===== config.mk =====
export PLATFORM = sky130hd
export DESIGN_NAME = qcdc_sqrt
export DESIGN_NICKNAME = d
export VERILOG_FILES = /design/src/qcdc_pkg.sv /design/src/qcdc_sqrt.sv
export SDC_FILE = /design/constraint.sdc
export NUM_CORES = 2
export LEC_CHECK = 0
export BUFFER_PORTS_ARGS = -buffer_cell sky130_fd_sc_hd__buf_4
export CAP_MARGIN = 10
export CORE_ASPECT_RATIO = 1.1
export CORE_UTILIZATION = 35
export DETAILED_ROUTE_END_ITERATION = 7
export GPL_ROUTABILITY_DRIVEN = 0
export PLACE_DENSITY = 0.57
export SYNTH_ARGS = -nofsm -noshare
export SYNTH_HDL_FRONTEND = slang
export SYNTH_SLANG_ARGS = --single-unit
export TNS_END_PERCENT = 100

===== constraint.sdc =====
create_clock -name clk -period 8 [get_ports clk]
set_clock_uncertainty 0.15 [all_clocks]
set_input_delay 0.4 -clock clk [delete_from_list [all_inputs] [get_ports clk]]
set_output_delay 0.4 -clock clk [all_outputs]
set_load 0.05 [all_outputs]

===== src/qcdc_pkg.sv =====
`timescale 1ns / 1ps
// ----------------------------------------------------------------------------
// qcdc_pkg
// Shared widths, types and datapath step functions for the corner drift check.
// ----------------------------------------------------------------------------
package qcdc_pkg;

	localparam int COORD_W         = 16;
	localparam int COORD_FRAC_BITS = 4;
	localparam int RATIO_FRAC_BITS = 12;
	localparam int SQRT_FRAC_BITS  = 12;
	localparam int RATIO_W         = 16;
	localparam int THR_W           = 13;
	localparam int NUM_CORNERS     = 4;
	localparam int NUM_REGS        = 2 * NUM_CORNERS;
	localparam int REG_SEL_W       = $clog2(NUM_REGS);
	localparam int CFG_IDX_W       = REG_SEL_W + 1;

	localparam int DIFF_W  = COORD_W + 1;
	localparam int EXT_W   = COORD_W + 2;
	localparam int SQ_W    = 2 * COORD_W;
	localparam int M_W     = SQ_W + 1;
	localparam int SCALE_W = COORD_W + 1;

	// square root
	localparam int SQ_IN_W   = M_W + 2 * SQRT_FRAC_BITS;
	localparam int ROOT_W    = (SQ_IN_W + 1) / 2;
	localparam int SQ_PAD_W  = 2 * ROOT_W;
	localparam int SQ_REM_W  = ROOT_W + 2;
	localparam int SQ_STEPS  = 2;
	localparam int SQ_STAGES = (ROOT_W + SQ_STEPS - 1) / SQ_STEPS;

	// divide
	localparam int NUM_W      = ROOT_W + RATIO_FRAC_BITS + 1;
	localparam int DEN_W      = SCALE_W + SQRT_FRAC_BITS;
	localparam int DIV_REM_W  = DEN_W + 1;
	localparam int HI_W       = NUM_W - RATIO_W;
	localparam int CMP_W      = (HI_W > DEN_W) ? HI_W : DEN_W;
	localparam int DIV_STEPS  = 2;
	localparam int DIV_STAGES = (RATIO_W + DIV_STEPS - 1) / DIV_STEPS;

	typedef logic signed [COORD_W-1:0] coord_t;

	typedef struct packed {
		logic               degen;
		logic [SCALE_W-1:0] scale;
		logic [THR_W-1:0]   thr;
	} side_t;

	typedef struct packed {
		logic [SQ_REM_W-1:0] rem;
		logic [ROOT_W-1:0]   root;
		logic [SQ_PAD_W-1:0] x;
	} sq_state_t;

	typedef struct packed {
		logic [DIV_REM_W-1:0] r;
		logic [RATIO_W-1:0]   q;
		logic [RATIO_W-1:0]   n;
	} div_state_t;

	// one result bit of the digit-by-digit square root
	function automatic sq_state_t sqrt_step(input sq_state_t s);
		logic [SQ_REM_W-1:0] r;
		logic [SQ_REM_W-1:0] t;
		sq_state_t o;
		r = {s.rem[SQ_REM_W-3:0], s.x[SQ_PAD_W-1 -: 2]};
		t = {s.root, 2'b01};
		o.x = {s.x[SQ_PAD_W-3:0], 2'b00};
		if (r >= t) begin
			o.rem  = r - t;
			o.root = {s.root[ROOT_W-2:0], 1'b1};
		end else begin
			o.rem  = r;
			o.root = {s.root[ROOT_W-2:0], 1'b0};
		end
		return o;
	endfunction

	// one quotient bit of restoring division
	function automatic div_state_t div_step(input div_state_t s, input logic [DEN_W-1:0] den);
		logic [DIV_REM_W-1:0] r;
		div_state_t o;
		r = {s.r[DEN_W-1:0], s.n[RATIO_W-1]};
		o.n = {s.n[RATIO_W-2:0], 1'b0};
		if (r >= {1'b0, den}) begin
			o.r = r - {1'b0, den};
			o.q = {s.q[RATIO_W-2:0], 1'b1};
		end else begin
			o.r = r;
			o.q = {s.q[RATIO_W-2:0], 1'b0};
		end
		return o;
	endfunction

endpackage


===== src/qcdc_sqrt.sv =====
`timescale 1ns / 1ps
// ----------------------------------------------------------------------------
// qcdc_sqrt
// Pipelined integer square root of the scaled largest squared distance.
// ----------------------------------------------------------------------------
module qcdc_sqrt (
	input  logic                          clk,
	input  logic                          arst_n,
	input  logic                          in_valid,
	output logic                          in_ready,
	input  logic [qcdc_pkg::M_W-1:0]      m,
	input  qcdc_pkg::side_t               side_in,
	output logic                          out_valid,
	input  logic                          out_ready,
	output logic [qcdc_pkg::ROOT_W-1:0]   root,
	output qcdc_pkg::side_t               side_out
);
	import qcdc_pkg::*;

	localparam int NS = SQ_STAGES;

	logic [NS-1:0] v_s;
	logic [NS-1:0] adv;
	sq_state_t     st_s   [NS];
	side_t         side_s [NS];
	sq_state_t     nxt    [NS];
	sq_state_t     cur;

	always_comb begin
		adv[NS-1] = !v_s[NS-1] || out_ready;
		for (int k = NS - 2; k >= 0; k--)
			adv[k] = !v_s[k] || adv[k+1];
	end
	assign in_ready = adv[0];

	always_comb begin
		cur.rem  = '0;
		cur.root = '0;
		cur.x    = SQ_PAD_W'(m) << (2 * SQRT_FRAC_BITS);
		for (int j = 0; j < SQ_STEPS; j++)
			if (j < ROOT_W)
				cur = sqrt_step(cur);
		nxt[0] = cur;
		for (int k = 1; k < NS; k++) begin
			cur = st_s[k-1];
			for (int j = 0; j < SQ_STEPS; j++)
				if (k * SQ_STEPS + j < ROOT_W)
					cur = sqrt_step(cur);
			nxt[k] = cur;
		end
	end

	always_ff @(posedge clk or negedge arst_n) begin
		if (!arst_n) begin
			v_s <= '0;
		end else begin
			if (adv[0]) begin
				v_s[0]    <= in_valid;
				st_s[0]   <= nxt[0];
				side_s[0] <= side_in;
			end
			for (int k = 1; k < NS; k++) begin
				if (adv[k]) begin
					v_s[k]    <= v_s[k-1];
					st_s[k]   <= nxt[k];
					side_s[k] <= side_s[k-1];
				end
			end
		end
	end

	assign out_valid = v_s[NS-1];
	assign root      = st_s[NS-1].root;
	assign side_out  = side_s[NS-1];

endmodule


==> flow_summary_export.csv <==
group,metric,value,unit
sta,rsz0062_at_grt,"false",
sta,slew_headroom,37.56,%
die,start_util,35.26,%
worst_setup_path,critPathRequiredTime,8.38,ns
sta,min_period,7.441,ns
clocking,cts_tree,"built",
synth,synth-seq-cells,1223,
worst_setup_path,crit_fanout,30,
global_route,grt_max_degree,64,
synth,avgSynthCellArea,11.38,um2
synth,syn_inst,6047,
placement,place_ws,0.5590,ns
synth,yosysSeqAreaShare,53.24,%
sta,setup_violations,0,
synth,ys.flop_type,"edfxtp_1",
global_route,grt_pass1_vias,46130,
clocking,cts.sinks,1223,
worst_setup_path,critical_path.top_delay_family,"compound AO/OA/AOI/OAI gates",
layout,drive_above_1_share,10.09,%
die,boundaryPins,130,
drt,avgViaCountPerCell,5.159,
worst_setup_path,r2r.worst_path.cells,22,
global_route,grt_pass1_wl,248.2,mm
min_path,hp-start,"side_in[22]",
die,core-area,195300,um2
drt,wl,158.0,mm
worst_setup_path,cpPeakStageDelay,0.99,ns
run_status,status,"complete, no violations",
power,ir_worst_vdd,0.1996,mV
die,die_w,424.9,um
min_path,worstHoldPathCells,2,
clocking,cts_root_buf,"clkbuf_16",
placement,port_buffers,129,
synth,synth_common_cells,"1208 x edfxtp_1, 483 x nor2_1, 438 x a21oi_1",
layout,fillCellCount,18600,
synth,yosysMostFrequentCell,"edfxtp_1",
synth,yosysTopAreaCellShare,52.69,%
worst_setup_path,cp.depth,22,
layout,final_cell_area,77680,um2
worst_setup_path,criticalPathCategory,"flip-flop to flip-flop",
clocking,h-tree-depth,4,
sta,max_clock_freq,0.1344,GHz
drt,wl_per_cell,17.67,um
drt,drt_iter0_drc,2888,
global_route,overflow,0,
synth,async_flop_share,1.226,%
drt,first_pass_iters,6,
global_route,track_usage,15.69,%
global_route,antenna_found_initial,10,
min_path,hold_class,"input pin to flip-flop",
synth,synth_area,68840,um2
layout,area_growth,12.85,%
drt,postRouteAntennaNets,0,
clocking,clk_pin_slew,0.06,ns
sta,tns,0,ns
die,die_area,198500,um2
worst_setup_path,worstPathCellList,"inv_1 -> ha_1 -> a21o_1 -> a21o_1 -> a31oi_1 -> o22ai_1 -> a211oi_1 -> and2_1 -> inv_2 -> o21ai_0 -> ha_1 -> nor2b_1 -> o21a_1 -> o21ai_0 -> a21oi_1 -> a311oi_1 -> nor3_1 -> a41oi_1 -> a21oi_1 -> a221oi_1 -> or4b_2 -> mux2_2",
worst_setup_path,rrSetupSlack,0.56,ns
worst_setup_path,crit_path_end,"st_s[1][327]",
sta,finalCritPeriodShare,93.02,%
power,power-per-cell-area,313.5,nW/um2
worst_setup_path,r2r_end,"st_s[1][327]",
synth,synthTopCellsByArea,"edfxtp_1 53%, ha_1 7.9%, xnor2_1 4.4%",
worst_setup_path,r2r_start,"st_s[1][173]",
run,cap_violations,0,
clocking,cts_buffers,135,
sta,hold_viol,0,
synth,yosys.area.top_type,"edfxtp_1",
worst_setup_path,cp-end-kind,"flip-flop",
worst_setup_path,crit_slowest_cell,"or4b_2",
synth,syn_nets,6557,
worst_setup_path,setup.worst_path.start_class,"flip-flop",
synth,yosysWarnings,0,
drt,dr_total_vias,46130,
layout,nets,6767,
clocking,clock_path_buffers,3,
drt,post-route-drc-count,0,
synth,synth_edf_count,1208,
sta,drv_slew,0,
placement,dp_hpwl,121.9,mm
die,fp-row-count,170,
placement,postPlaceCellArea,72620,um2
worst_setup_path,path_buf_inv,2,
clocking,post_cts_buffers,0,
worst_setup_path,worstPathArrival,7.82,ns
synth,ys_types,104,
sta,setup_slack,0.5588,ns
power,leakagePower,0.02945,uW
clocking,clk_latency,0.79,ns
worst_setup_path,cp-startpoint,"st_s[1][173]",
sta,tightestPinTransition,0.9280,ns
die,die_height,467.1,um
## layout by cell type (no fill, tap or decap), drive strengths merged, types with 27 or more instances in the layout
cell,n
a211oi,47
inv,383
clkbuf,173
o21bai,40
o21a,78
nand4,57
mux2i,29
xor2,184
o211ai,27
a21o,153
and2,49
o21ai,259
nand2b,89
nand3,133
clkinv,45
nor3,171
or2,41
or3,76
edfxtp,1208
mux2,159
xnor2,346
dlygate4sd3,69
buf,184
and3,41
nor2,484
nand2,373
nor4,55
a31oi,33
nor2b,73
a21oi,438
ha,432
o31ai,38
## cells by family (layout without fill, tap and decap cells)
logic type      after synthesis  in the layout  share of synthesized area (%)
fa+ha+maj                   442            442                          8.142
mux                         188            188                          3.023
other cells                   0              1                              0
xor+xnor                    530            530                          6.743
simple gates               1776           1776                          13.00
flops                      1223           1223                          53.24
buf+inv                     552            867                          3.386
compound gates             1336           1336                          12.47
## per-stage QoR
stage / hold slack, ns / total power (uW) / util [%] / cells
finish: 0.1756 / 24350 / 39.78 / 8943
global route: 0.1314 / 25890 / 39.78 / 8943
CTS: 0.09964 / 24520 / 39.78 / 8942
detailed placement: 0.1916 / 18270 / 37.19 / 8631
global placement: 0.1921 / 18120 / 37.19 / 8630
floorplan: -0.04559 / 16230 / - / 6047
## what timing repair did
| item | 4_1_cts | 5_1_grt |
|---|---|---|
| setup endpoints to repair | 0 | 25 |
| endpoints found under the hold margin | 87 | 0 |
| hold buffers | 69 | 0 |
| resized for setup | 0 | 1 |
## power breakdown
group / internal, uW / switching, uW
combinational: 3990 / 5060
sequential: 8510 / 714
clock: 3450 / 2630
total: 16000 / 8400
## flip-flops by register name, indices dropped and copies added, names as in the netlist
name and cells:
side_s 465, st_s 743, v_s 15
## worst min-delay path by stage
stage | endpoint | slack, ns
2_1_floorplan | v_s[0] | -0.05
3_3_place_gp | v_s[14] | 0.19
3_5_place_dp | v_s[6] | 0.19
4_1_cts | st_s[0][52] | 0.1
5_1_grt | st_s[0][53] | 0.13
6_report | side_s[0][22] | 0.18
## final cells by class
cell class | instances | area, um2 | share of cell area [%]
Clock buffer | 173 | 3572 | 4.598
Tap cell | 2580 | 3228 | 4.155
Inverter | 372 | 1396 | 1.797
Timing Repair Buffer | 253 | 2095 | 2.696
Clock inverter | 69 | 794.5 | 1.023
Antenna cell | 1 | 2.502 | 0.003221
Multi-Input combinational cell | 4272 | 29950 | 38.55
Sequential cell | 1223 | 36650 | 47.18
## routing by layer
metal	global-route usage (%)	part of all wire, %	vias up
li1	-	-	22860
met4	5.516	2.9	0
met3	1.964	3.5	252
met2	28.88	51	944
met5	0	0	-
met1	18.59	42	22080
No activity file was read; power rests on OpenSTA's default activity.
