**src/qcdc_pkg.sv**
```systemverilog
`timescale 1ns / 1ps
// ----------------------------------------------------------------------------
// qcdc_pkg
// Shared widths, types and datapath step functions for the corner drift check.
// ----------------------------------------------------------------------------
package qcdc_pkg;

	localparam int COORD_W         = 16;
	localparam int COORD_FRAC_BITS = 4;
	localparam int RATIO_FRAC_BITS = 12;
	localparam int SQRT_FRAC_BITS  = 12;
	localparam int RATIO_W         = 16;
	localparam int THR_W           = 13;
	localparam int NUM_CORNERS     = 4;
	localparam int NUM_REGS        = 2 * NUM_CORNERS;
	localparam int REG_SEL_W       = $clog2(NUM_REGS);
	localparam int CFG_IDX_W       = REG_SEL_W + 1;

	localparam int DIFF_W  = COORD_W + 1;
	localparam int EXT_W   = COORD_W + 2;
	localparam int SQ_W    = 2 * COORD_W;
	localparam int M_W     = SQ_W + 1;
	localparam int SCALE_W = COORD_W + 1;

	// square root
	localparam int SQ_IN_W   = M_W + 2 * SQRT_FRAC_BITS;
	localparam int ROOT_W    = (SQ_IN_W + 1) / 2;
	localparam int SQ_PAD_W  = 2 * ROOT_W;
	localparam int SQ_REM_W  = ROOT_W + 2;
	localparam int SQ_STEPS  = 2;
	localparam int SQ_STAGES = (ROOT_W + SQ_STEPS - 1) / SQ_STEPS;

	// divide
	localparam int NUM_W      = ROOT_W + RATIO_FRAC_BITS + 1;
	localparam int DEN_W      = SCALE_W + SQRT_FRAC_BITS;
	localparam int DIV_REM_W  = DEN_W + 1;
	localparam int HI_W       = NUM_W - RATIO_W;
	localparam int CMP_W      = (HI_W > DEN_W) ? HI_W : DEN_W;
	localparam int DIV_STEPS  = 2;
	localparam int DIV_STAGES = (RATIO_W + DIV_STEPS - 1) / DIV_STEPS;

	typedef logic signed [COORD_W-1:0] coord_t;

	typedef struct packed {
		logic               degen;
		logic [SCALE_W-1:0] scale;
		logic [THR_W-1:0]   thr;
	} side_t;

	typedef struct packed {
		logic [SQ_REM_W-1:0] rem;
		logic [ROOT_W-1:0]   root;
		logic [SQ_PAD_W-1:0] x;
	} sq_state_t;

	typedef struct packed {
		logic [DIV_REM_W-1:0] r;
		logic [RATIO_W-1:0]   q;
		logic [RATIO_W-1:0]   n;
	} div_state_t;

	// one result bit of the digit-by-digit square root
	function automatic sq_state_t sqrt_step(input sq_state_t s);
		logic [SQ_REM_W-1:0] r;
		logic [SQ_REM_W-1:0] t;
		sq_state_t o;
		r = {s.rem[SQ_REM_W-3:0], s.x[SQ_PAD_W-1 -: 2]};
		t = {s.root, 2'b01};
		o.x = {s.x[SQ_PAD_W-3:0], 2'b00};
		if (r >= t) begin
			o.rem  = r - t;
			o.root = {s.root[ROOT_W-2:0], 1'b1};
		end else begin
			o.rem  = r;
			o.root = {s.root[ROOT_W-2:0], 1'b0};
		end
		return o;
	endfunction

	// one quotient bit of restoring division
	function automatic div_state_t div_step(input div_state_t s, input logic [DEN_W-1:0] den);
		logic [DIV_REM_W-1:0] r;
		div_state_t o;
		r = {s.r[DEN_W-1:0], s.n[RATIO_W-1]};
		o.n = {s.n[RATIO_W-2:0], 1'b0};
		if (r >= {1'b0, den}) begin
			o.r = r - {1'b0, den};
			o.q = {s.q[RATIO_W-2:0], 1'b1};
		end else begin
			o.r = r;
			o.q = {s.q[RATIO_W-2:0], 1'b0};
		end
		return o;
	endfunction

endpackage

```
**src/qcdc_div.sv**
```systemverilog
`timescale 1ns / 1ps
// ----------------------------------------------------------------------------
// qcdc_div
// Pipelined restoring divide of the root by the scale, with saturation.
// ----------------------------------------------------------------------------
module qcdc_div (
	input  logic                          clk,
	input  logic                          arst_n,
	input  logic                          in_valid,
	output logic                          in_ready,
	input  logic [qcdc_pkg::ROOT_W-1:0]   root,
	input  qcdc_pkg::side_t               side_in,
	output logic                          out_valid,
	input  logic                          out_ready,
	output logic [qcdc_pkg::RATIO_W-1:0]  quot,
	output logic                          sat,
	output qcdc_pkg::side_t               side_out
);
	import qcdc_pkg::*;

	localparam int NS = DIV_STAGES + 1;

	logic [NS-1:0]    v_s;
	logic [NS-1:0]    adv;
	div_state_t       st_s   [NS];
	side_t            side_s [NS];
	logic [DEN_W-1:0] den_s  [NS];
	logic             sat_s  [NS];
	div_state_t       nxt    [NS];
	div_state_t       cur;

	logic [NUM_W-1:0] num;
	logic [HI_W-1:0]  hi;
	logic [DEN_W-1:0] den_c;
	logic             sat_c;

	always_comb begin
		adv[NS-1] = !v_s[NS-1] || out_ready;
		for (int k = NS - 2; k >= 0; k--)
			adv[k] = !v_s[k] || adv[k+1];
	end
	assign in_ready = adv[0];

	// first stage only lines up the operands and checks for overflow
	always_comb begin
		num   = NUM_W'(root) << (RATIO_FRAC_BITS + 1);
		hi    = num[NUM_W-1:RATIO_W];
		den_c = DEN_W'(side_in.scale) << SQRT_FRAC_BITS;
		sat_c = CMP_W'(hi) >= CMP_W'(den_c);
		nxt[0].r = DIV_REM_W'(hi);
		nxt[0].q = '0;
		nxt[0].n = num[RATIO_W-1:0];
		for (int k = 1; k < NS; k++) begin
			cur = st_s[k-1];
			for (int j = 0; j < DIV_STEPS; j++)
				if ((k - 1) * DIV_STEPS + j < RATIO_W)
					cur = div_step(cur, den_s[k-1]);
			nxt[k] = cur;
		end
	end

	always_ff @(posedge clk or negedge arst_n) begin
		if (!arst_n) begin
			v_s <= '0;
		end else begin
			if (adv[0]) begin
				v_s[0]    <= in_valid;
				st_s[0]   <= nxt[0];
				side_s[0] <= side_in;
				den_s[0]  <= den_c;
				sat_s[0]  <= sat_c;
			end
			for (int k = 1; k < NS; k++) begin
				if (adv[k]) begin
					v_s[k]    <= v_s[k-1];
					st_s[k]   <= nxt[k];
					side_s[k] <= side_s[k-1];
					den_s[k]  <= den_s[k-1];
					sat_s[k]  <= sat_s[k-1];
				end
			end
		end
	end

	assign out_valid = v_s[NS-1];
	assign quot      = st_s[NS-1].q;
	assign sat       = sat_s[NS-1];
	assign side_out  = side_s[NS-1];

endmodule

```
**config.mk**
```make
export PLATFORM = sky130hd
export DESIGN_NAME = qcdc_div
export DESIGN_NICKNAME = d
export VERILOG_FILES = /design/src/qcdc_pkg.sv /design/src/qcdc_div.sv
export SDC_FILE = /design/constraint.sdc
export NUM_CORES = 1
export LEC_CHECK = 0
export ABC_AREA = 1
export BUFFER_PORTS_ARGS = -buffer_cell sky130_fd_sc_hd__buf_2
export CAP_MARGIN = 0
export CORE_MARGIN = 3
export CORE_UTILIZATION = 35
export CTS_CLUSTER_DIAMETER = 150
export DETAILED_ROUTE_END_ITERATION = 8
export PLACE_DENSITY_LB_ADDON = 0.08
export SLEW_MARGIN = 10
export SYNTH_ARGS = -nofsm -noshare
export SYNTH_HDL_FRONTEND = slang
export SYNTH_SLANG_ARGS = --single-unit
```
**constraint.sdc**
```tcl
create_clock -name clk -period 10.75 [get_ports clk]
set_input_delay 2.15 -clock clk [delete_from_list [all_inputs] [get_ports clk]]
set_output_delay 2.15 -clock clk [all_outputs]
set_load 0.05 [all_outputs]
```
==> impl_metrics.py <==
metrics = {
    "status": {
        "result_of_the_run": "finished clean",
    },
    "cts": {
        "clk_transition_reported_paths_ns": 0.06,
        "cts.root.buffer_cell": "sky130_fd_sc_hd__clkbuf_16",
        "cts_num_sinks": 566,
        "cts_tree": "done",
        "cts_resized": 0,
        "post_cts_hold_buffer_count": 0,
        "cts_buffers": 67,
        "clk-insertion-delay-late_ns": 0.65,
        "clk_path_buf_depth": 3,
        "h_tree_depth": 3,
        "number_of_setup_buffers_added_after_cts": 0,
    },
    "layout": {
        "layout.cells.most_common_list": "sky130_fd_sc_hd__nand2_1 (1,378), sky130_fd_sc_hd__inv_1 (603), sky130_fd_sc_hd__edfxtp_1 (557), sky130_fd_sc_hd__ha_1 (283), sky130_fd_sc_hd__nand3_1 (267)",
        "most_frequent_standard_cell_in_the_layout_excluding_fill_and_tap_cells": "sky130_fd_sc_hd__nand2_1",
        "drive_gt1_frac": 0.0700,
        "fin_area_um2": 40100,
        "finish.net_count": 4706,
        "layout.filler_cells": 10532,
        "multi_input_comb_area_um2": 16400,
        "area_growth_syn_to_layout_pct": 10.9,
        "num_antenna_cells": 0,
        "seq_area_um2": 17000,
    },
    "routing": {
        "routed_wire_length_per_instance_um": 16.6,
        "remaining_drcs": 0,
        "drt_pass1_iterations": 9,
        "drt_iter0_drc": 1498,
        "via_per_inst": 4.67,
        "routed-via-count": 26941,
        "totalWireLength_um": 95700,
        "drt.antenna.violating_nets": 0,
    },
    "power_and_ir_drop": {
        "cellInternalPower_uw": 7220,
        "irDropWorstVdd_mv": 0.194,
        "power.sequential.fraction": 0.257,
        "combinationalPowerShare": 0.580,
        "cell_area_power_density_nw_per_um2": 339,
        "swShare": 0.470,
        "leakage_uw": 0.0187,
        "net-switching-power_uw": 6390,
        "clockPowerShare": 0.162,
    },
    "die": {
        "initial_core_util": 0.354,
        "die_h_um": 328,
        "die-area_um2": 107000,
        "top_level_ports": 114,
        "core_area_um2": 102000,
        "row_count": 117,
        "die_width_um": 328,
    },
    "sta": {
        "fin_crit_ns": 6.42,
        "setup_viol": 0,
        "relSlewSlack": 0.356,
        "final_total_negative_setup_slack_ns": 0,
        "final_min_period_over_clock_period": 0.597,
        "timing.clock.skew_ns": 0.0378,
        "rsz_0062_raised_after_global_routing": "no",
        "max_freq_mhz": 156,
        "finalHoldViolCount": 0,
        "maxSlewViolCount": 0,
        "tightest_slew_ns": 0.966,
    },
    "placement": {
        "postPlaceCellArea_um2": 38000,
        "hpwlAfterDp_um": 77200,
        "buffer_ports.inserted": 113,
        "global_placement_routability_congestion": 0.845,
    },
    "yosys": {
        "number_of_flops_mapped_to_enable_cells_by_yosys": 557,
        "post_synth_inst_count": 4238,
        "netlist_top_cells_area": "sky130_fd_sc_hd__edfxtp_1 (46%), sky130_fd_sc_hd__nand2_1 (14%), sky130_fd_sc_hd__ha_1 (9.8%)",
        "postSynthRegisterBits": 566,
        "post_synth_instance_area_um2": 36200,
        "synth_top_flop_cell": "sky130_fd_sc_hd__edfxtp_1",
        "syn_nets": 4600,
        "ys_seq_area_frac": 0.468,
        "distinct_cell_type_count_of_the_synthesized_netlist": 50,
        "synth.largest_area_cell": "sky130_fd_sc_hd__edfxtp_1",
        "ys_warn_count": 0,
        "post_synth.cell_area_avg_um2": 8.54,
        "synth-async-reset-ratio": 0.0159,
        "portion_of_synthesized_cell_area_occupied_by_the_leading_cell_type": 0.462,
    },
    "setup_path": {
        "start_kind": "primary input",
        "timing.reg2reg.setup_slack_ns": 5.67,
        "cp_slowest_stage_delay_ns": 0.25,
        "cp.required_ns": 8.60,
        "critical_path_peak_fanout": 4,
        "reg2reg_to": "st_s[0][102]$_DFFE_PP_",
        "critical_path.cell_chain": "buf_2, nor2_1, nand2_1, nor2_1, nand2_1, nor2_1, nand2_1, nor2_1, nand2_1, nor2_1, inv_1, buf_2",
        "critPathKind": "in2out",
        "rr_startpoint": "st_s[0][41]$_DFFE_PP_",
        "critical-path-slowest-cell": "sky130_fd_sc_hd__nor2_1",
        "critical_path.most_common_cell": "sky130_fd_sc_hd__nor2_1",
        "cp-end-kind": "primary output",
        "crit_arrival_ns": 4.27,
        "r2r.worst_path.cells": 28,
    },
    "global_route": {
        "antenna_violations_before_repair": 0,
        "grt_pass1_vias": 26353,
        "pin_count_of_the_biggest_net_entering_global_routing": 65,
        "grt_pass1_wl_um": 149000,
        "globalRouteTotalUtil": 0.179,
        "grt.overflow.total": 0,
    },
    "job": {
        "maxcap_viol_count": 0,
    },
    "min_path": {
        "whs_endpoint": "side_s[0][191]$_DFFE_PP_",
        "min-delay-path-class": "reg2reg",
        "startpoint_of_the_worst_hold_path": "side_s[0][160]$_DFFE_PP_",
        "holdPathStages": 0,
    },
}
flip-flops by register name, summed over array words and instances, names as in the netlist:
| register | flops |
|---|---|
| side_s | 279 |
| v_s | 9 |
| st_s | 269 |
| sat_s | 9 |
critical path, delay by kind of cell:
family | cells | cell delay [ns]
buffers and inverters | 3 | 0.37
AND/OR/NAND/NOR | 9 | 1.75
Yosys cell counts, types with 2 or more instances:
cell type and n:
sky130_fd_sc_hd__o21ai_1 17, sky130_fd_sc_hd__xor2_1 77, sky130_fd_sc_hd__inv_1 607, sky130_fd_sc_hd__fa_1 15, sky130_fd_sc_hd__xnor2_1 69, sky130_fd_sc_hd__a21o_1 12, sky130_fd_sc_hd__nand3b_1 29, sky130_fd_sc_hd__nor3_1 38
sky130_fd_sc_hd__a21boi_0 7, sky130_fd_sc_hd__nand2_1 1378, sky130_fd_sc_hd__ha_1 283, sky130_fd_sc_hd__a21oi_1 224, sky130_fd_sc_hd__and2_1 10, sky130_fd_sc_hd__nor4_1 9, sky130_fd_sc_hd__nor2_2 5, sky130_fd_sc_hd__o21bai_1 13
sky130_fd_sc_hd__nand3_4 5, sky130_fd_sc_hd__buf_2 18, sky130_fd_sc_hd__a31oi_1 8, sky130_fd_sc_hd__clkbuf_1 2, sky130_fd_sc_hd__o21ai_0 125, sky130_fd_sc_hd__nand3_1 267, sky130_fd_sc_hd__inv_2 3, sky130_fd_sc_hd__buf_4 55
sky130_fd_sc_hd__nand2_4 4, sky130_fd_sc_hd__nand4_2 2, sky130_fd_sc_hd__or2_2 20, sky130_fd_sc_hd__o21ai_2 6, sky130_fd_sc_hd__nor2_4 10, sky130_fd_sc_hd__nand3_2 3, sky130_fd_sc_hd__nor2_1 251, sky130_fd_sc_hd__dfrtp_1 9
sky130_fd_sc_hd__nand4_1 40, sky130_fd_sc_hd__nand2_2 26, sky130_fd_sc_hd__a21oi_2 2, sky130_fd_sc_hd__and3_1 8, sky130_fd_sc_hd__edfxtp_1 557, sky130_fd_sc_hd__o21a_1 4, sky130_fd_sc_hd__buf_6 9
area by class of cell:
cell class,instances,share of cell area
sequential,566,0.422
timing repair buffer,123,0.0160
clock inverter,28,0.00957
multi-input combinational,2976,0.408
inverter,610,0.0571
clock buffer,94,0.0443
tap,1368,0.0426
per-stage QoR:
stage	total power [µW]	hold WS (ns)	setup slack, ns	utilization	instances
3_5_place_dp	11500	0.405	4.29	0.372	5643
4_1_cts	13800	0.407	4.30	0.393	5765
6_report	13600	0.408	4.33	0.393	5765
2_1_floorplan	9700	0.400	4.50	-	4238
3_3_place_gp	11500	0.400	4.26	0.372	5643
5_1_grt	15100	0.417	4.02	0.393	5765
power groups by stage:
| stage | Clock, µW | Combinational [µW] | Sequential (µW) |
|---|---|---|---|
| 2_1_floorplan | 0 | 6290 | 3400 |
| 3_3_place_gp | 0 | 7920 | 3560 |
| 3_5_place_dp | 0 | 7930 | 3560 |
| 4_1_cts | 2290 | 7970 | 3520 |
| 5_1_grt | 2380 | 9150 | 3550 |
| 6_report | 2210 | 7900 | 3500 |
cell families (layout without fill, tap and decap cells):
| family | count (synthesis) | count (layout) | share of synthesized area |
|---|---|---|---|
| and+or+nand+nor | 2106 | 2106 | 0.246 |
| buffers and inverters | 696 | 855 | 0.0807 |
| AOI/OAI and AO/OA | 426 | 426 | 0.0634 |
| adders and majority gates | 298 | 298 | 0.106 |
| xor gates and xnor gates | 146 | 146 | 0.0353 |
| DFF | 566 | 566 | 0.468 |
worst max-delay path by stage:
stage	from	to	slack, ns	cells past startpoint
detailed placement	out_ready	in_ready	4.29	12
global route	out_ready	in_ready	4.02	12
floorplan	out_ready	sat_s[0][1]$_DFFE_PP_	4.50	8
finish	out_ready	in_ready	4.33	12
global placement	out_ready	in_ready	4.26	12
CTS	out_ready	in_ready	4.30	12
per-layer routing:
metal  share of wire  vias to the layer above  global-route usage
met5               0                        -                   0
met4           0.026                        0              0.0527
met3           0.030                      116              0.0211
met2            0.49                      407               0.316
met1            0.45                    12264               0.228
li1                -                    14154                   -
Note: power is estimated with default switching activity, not from simulation.
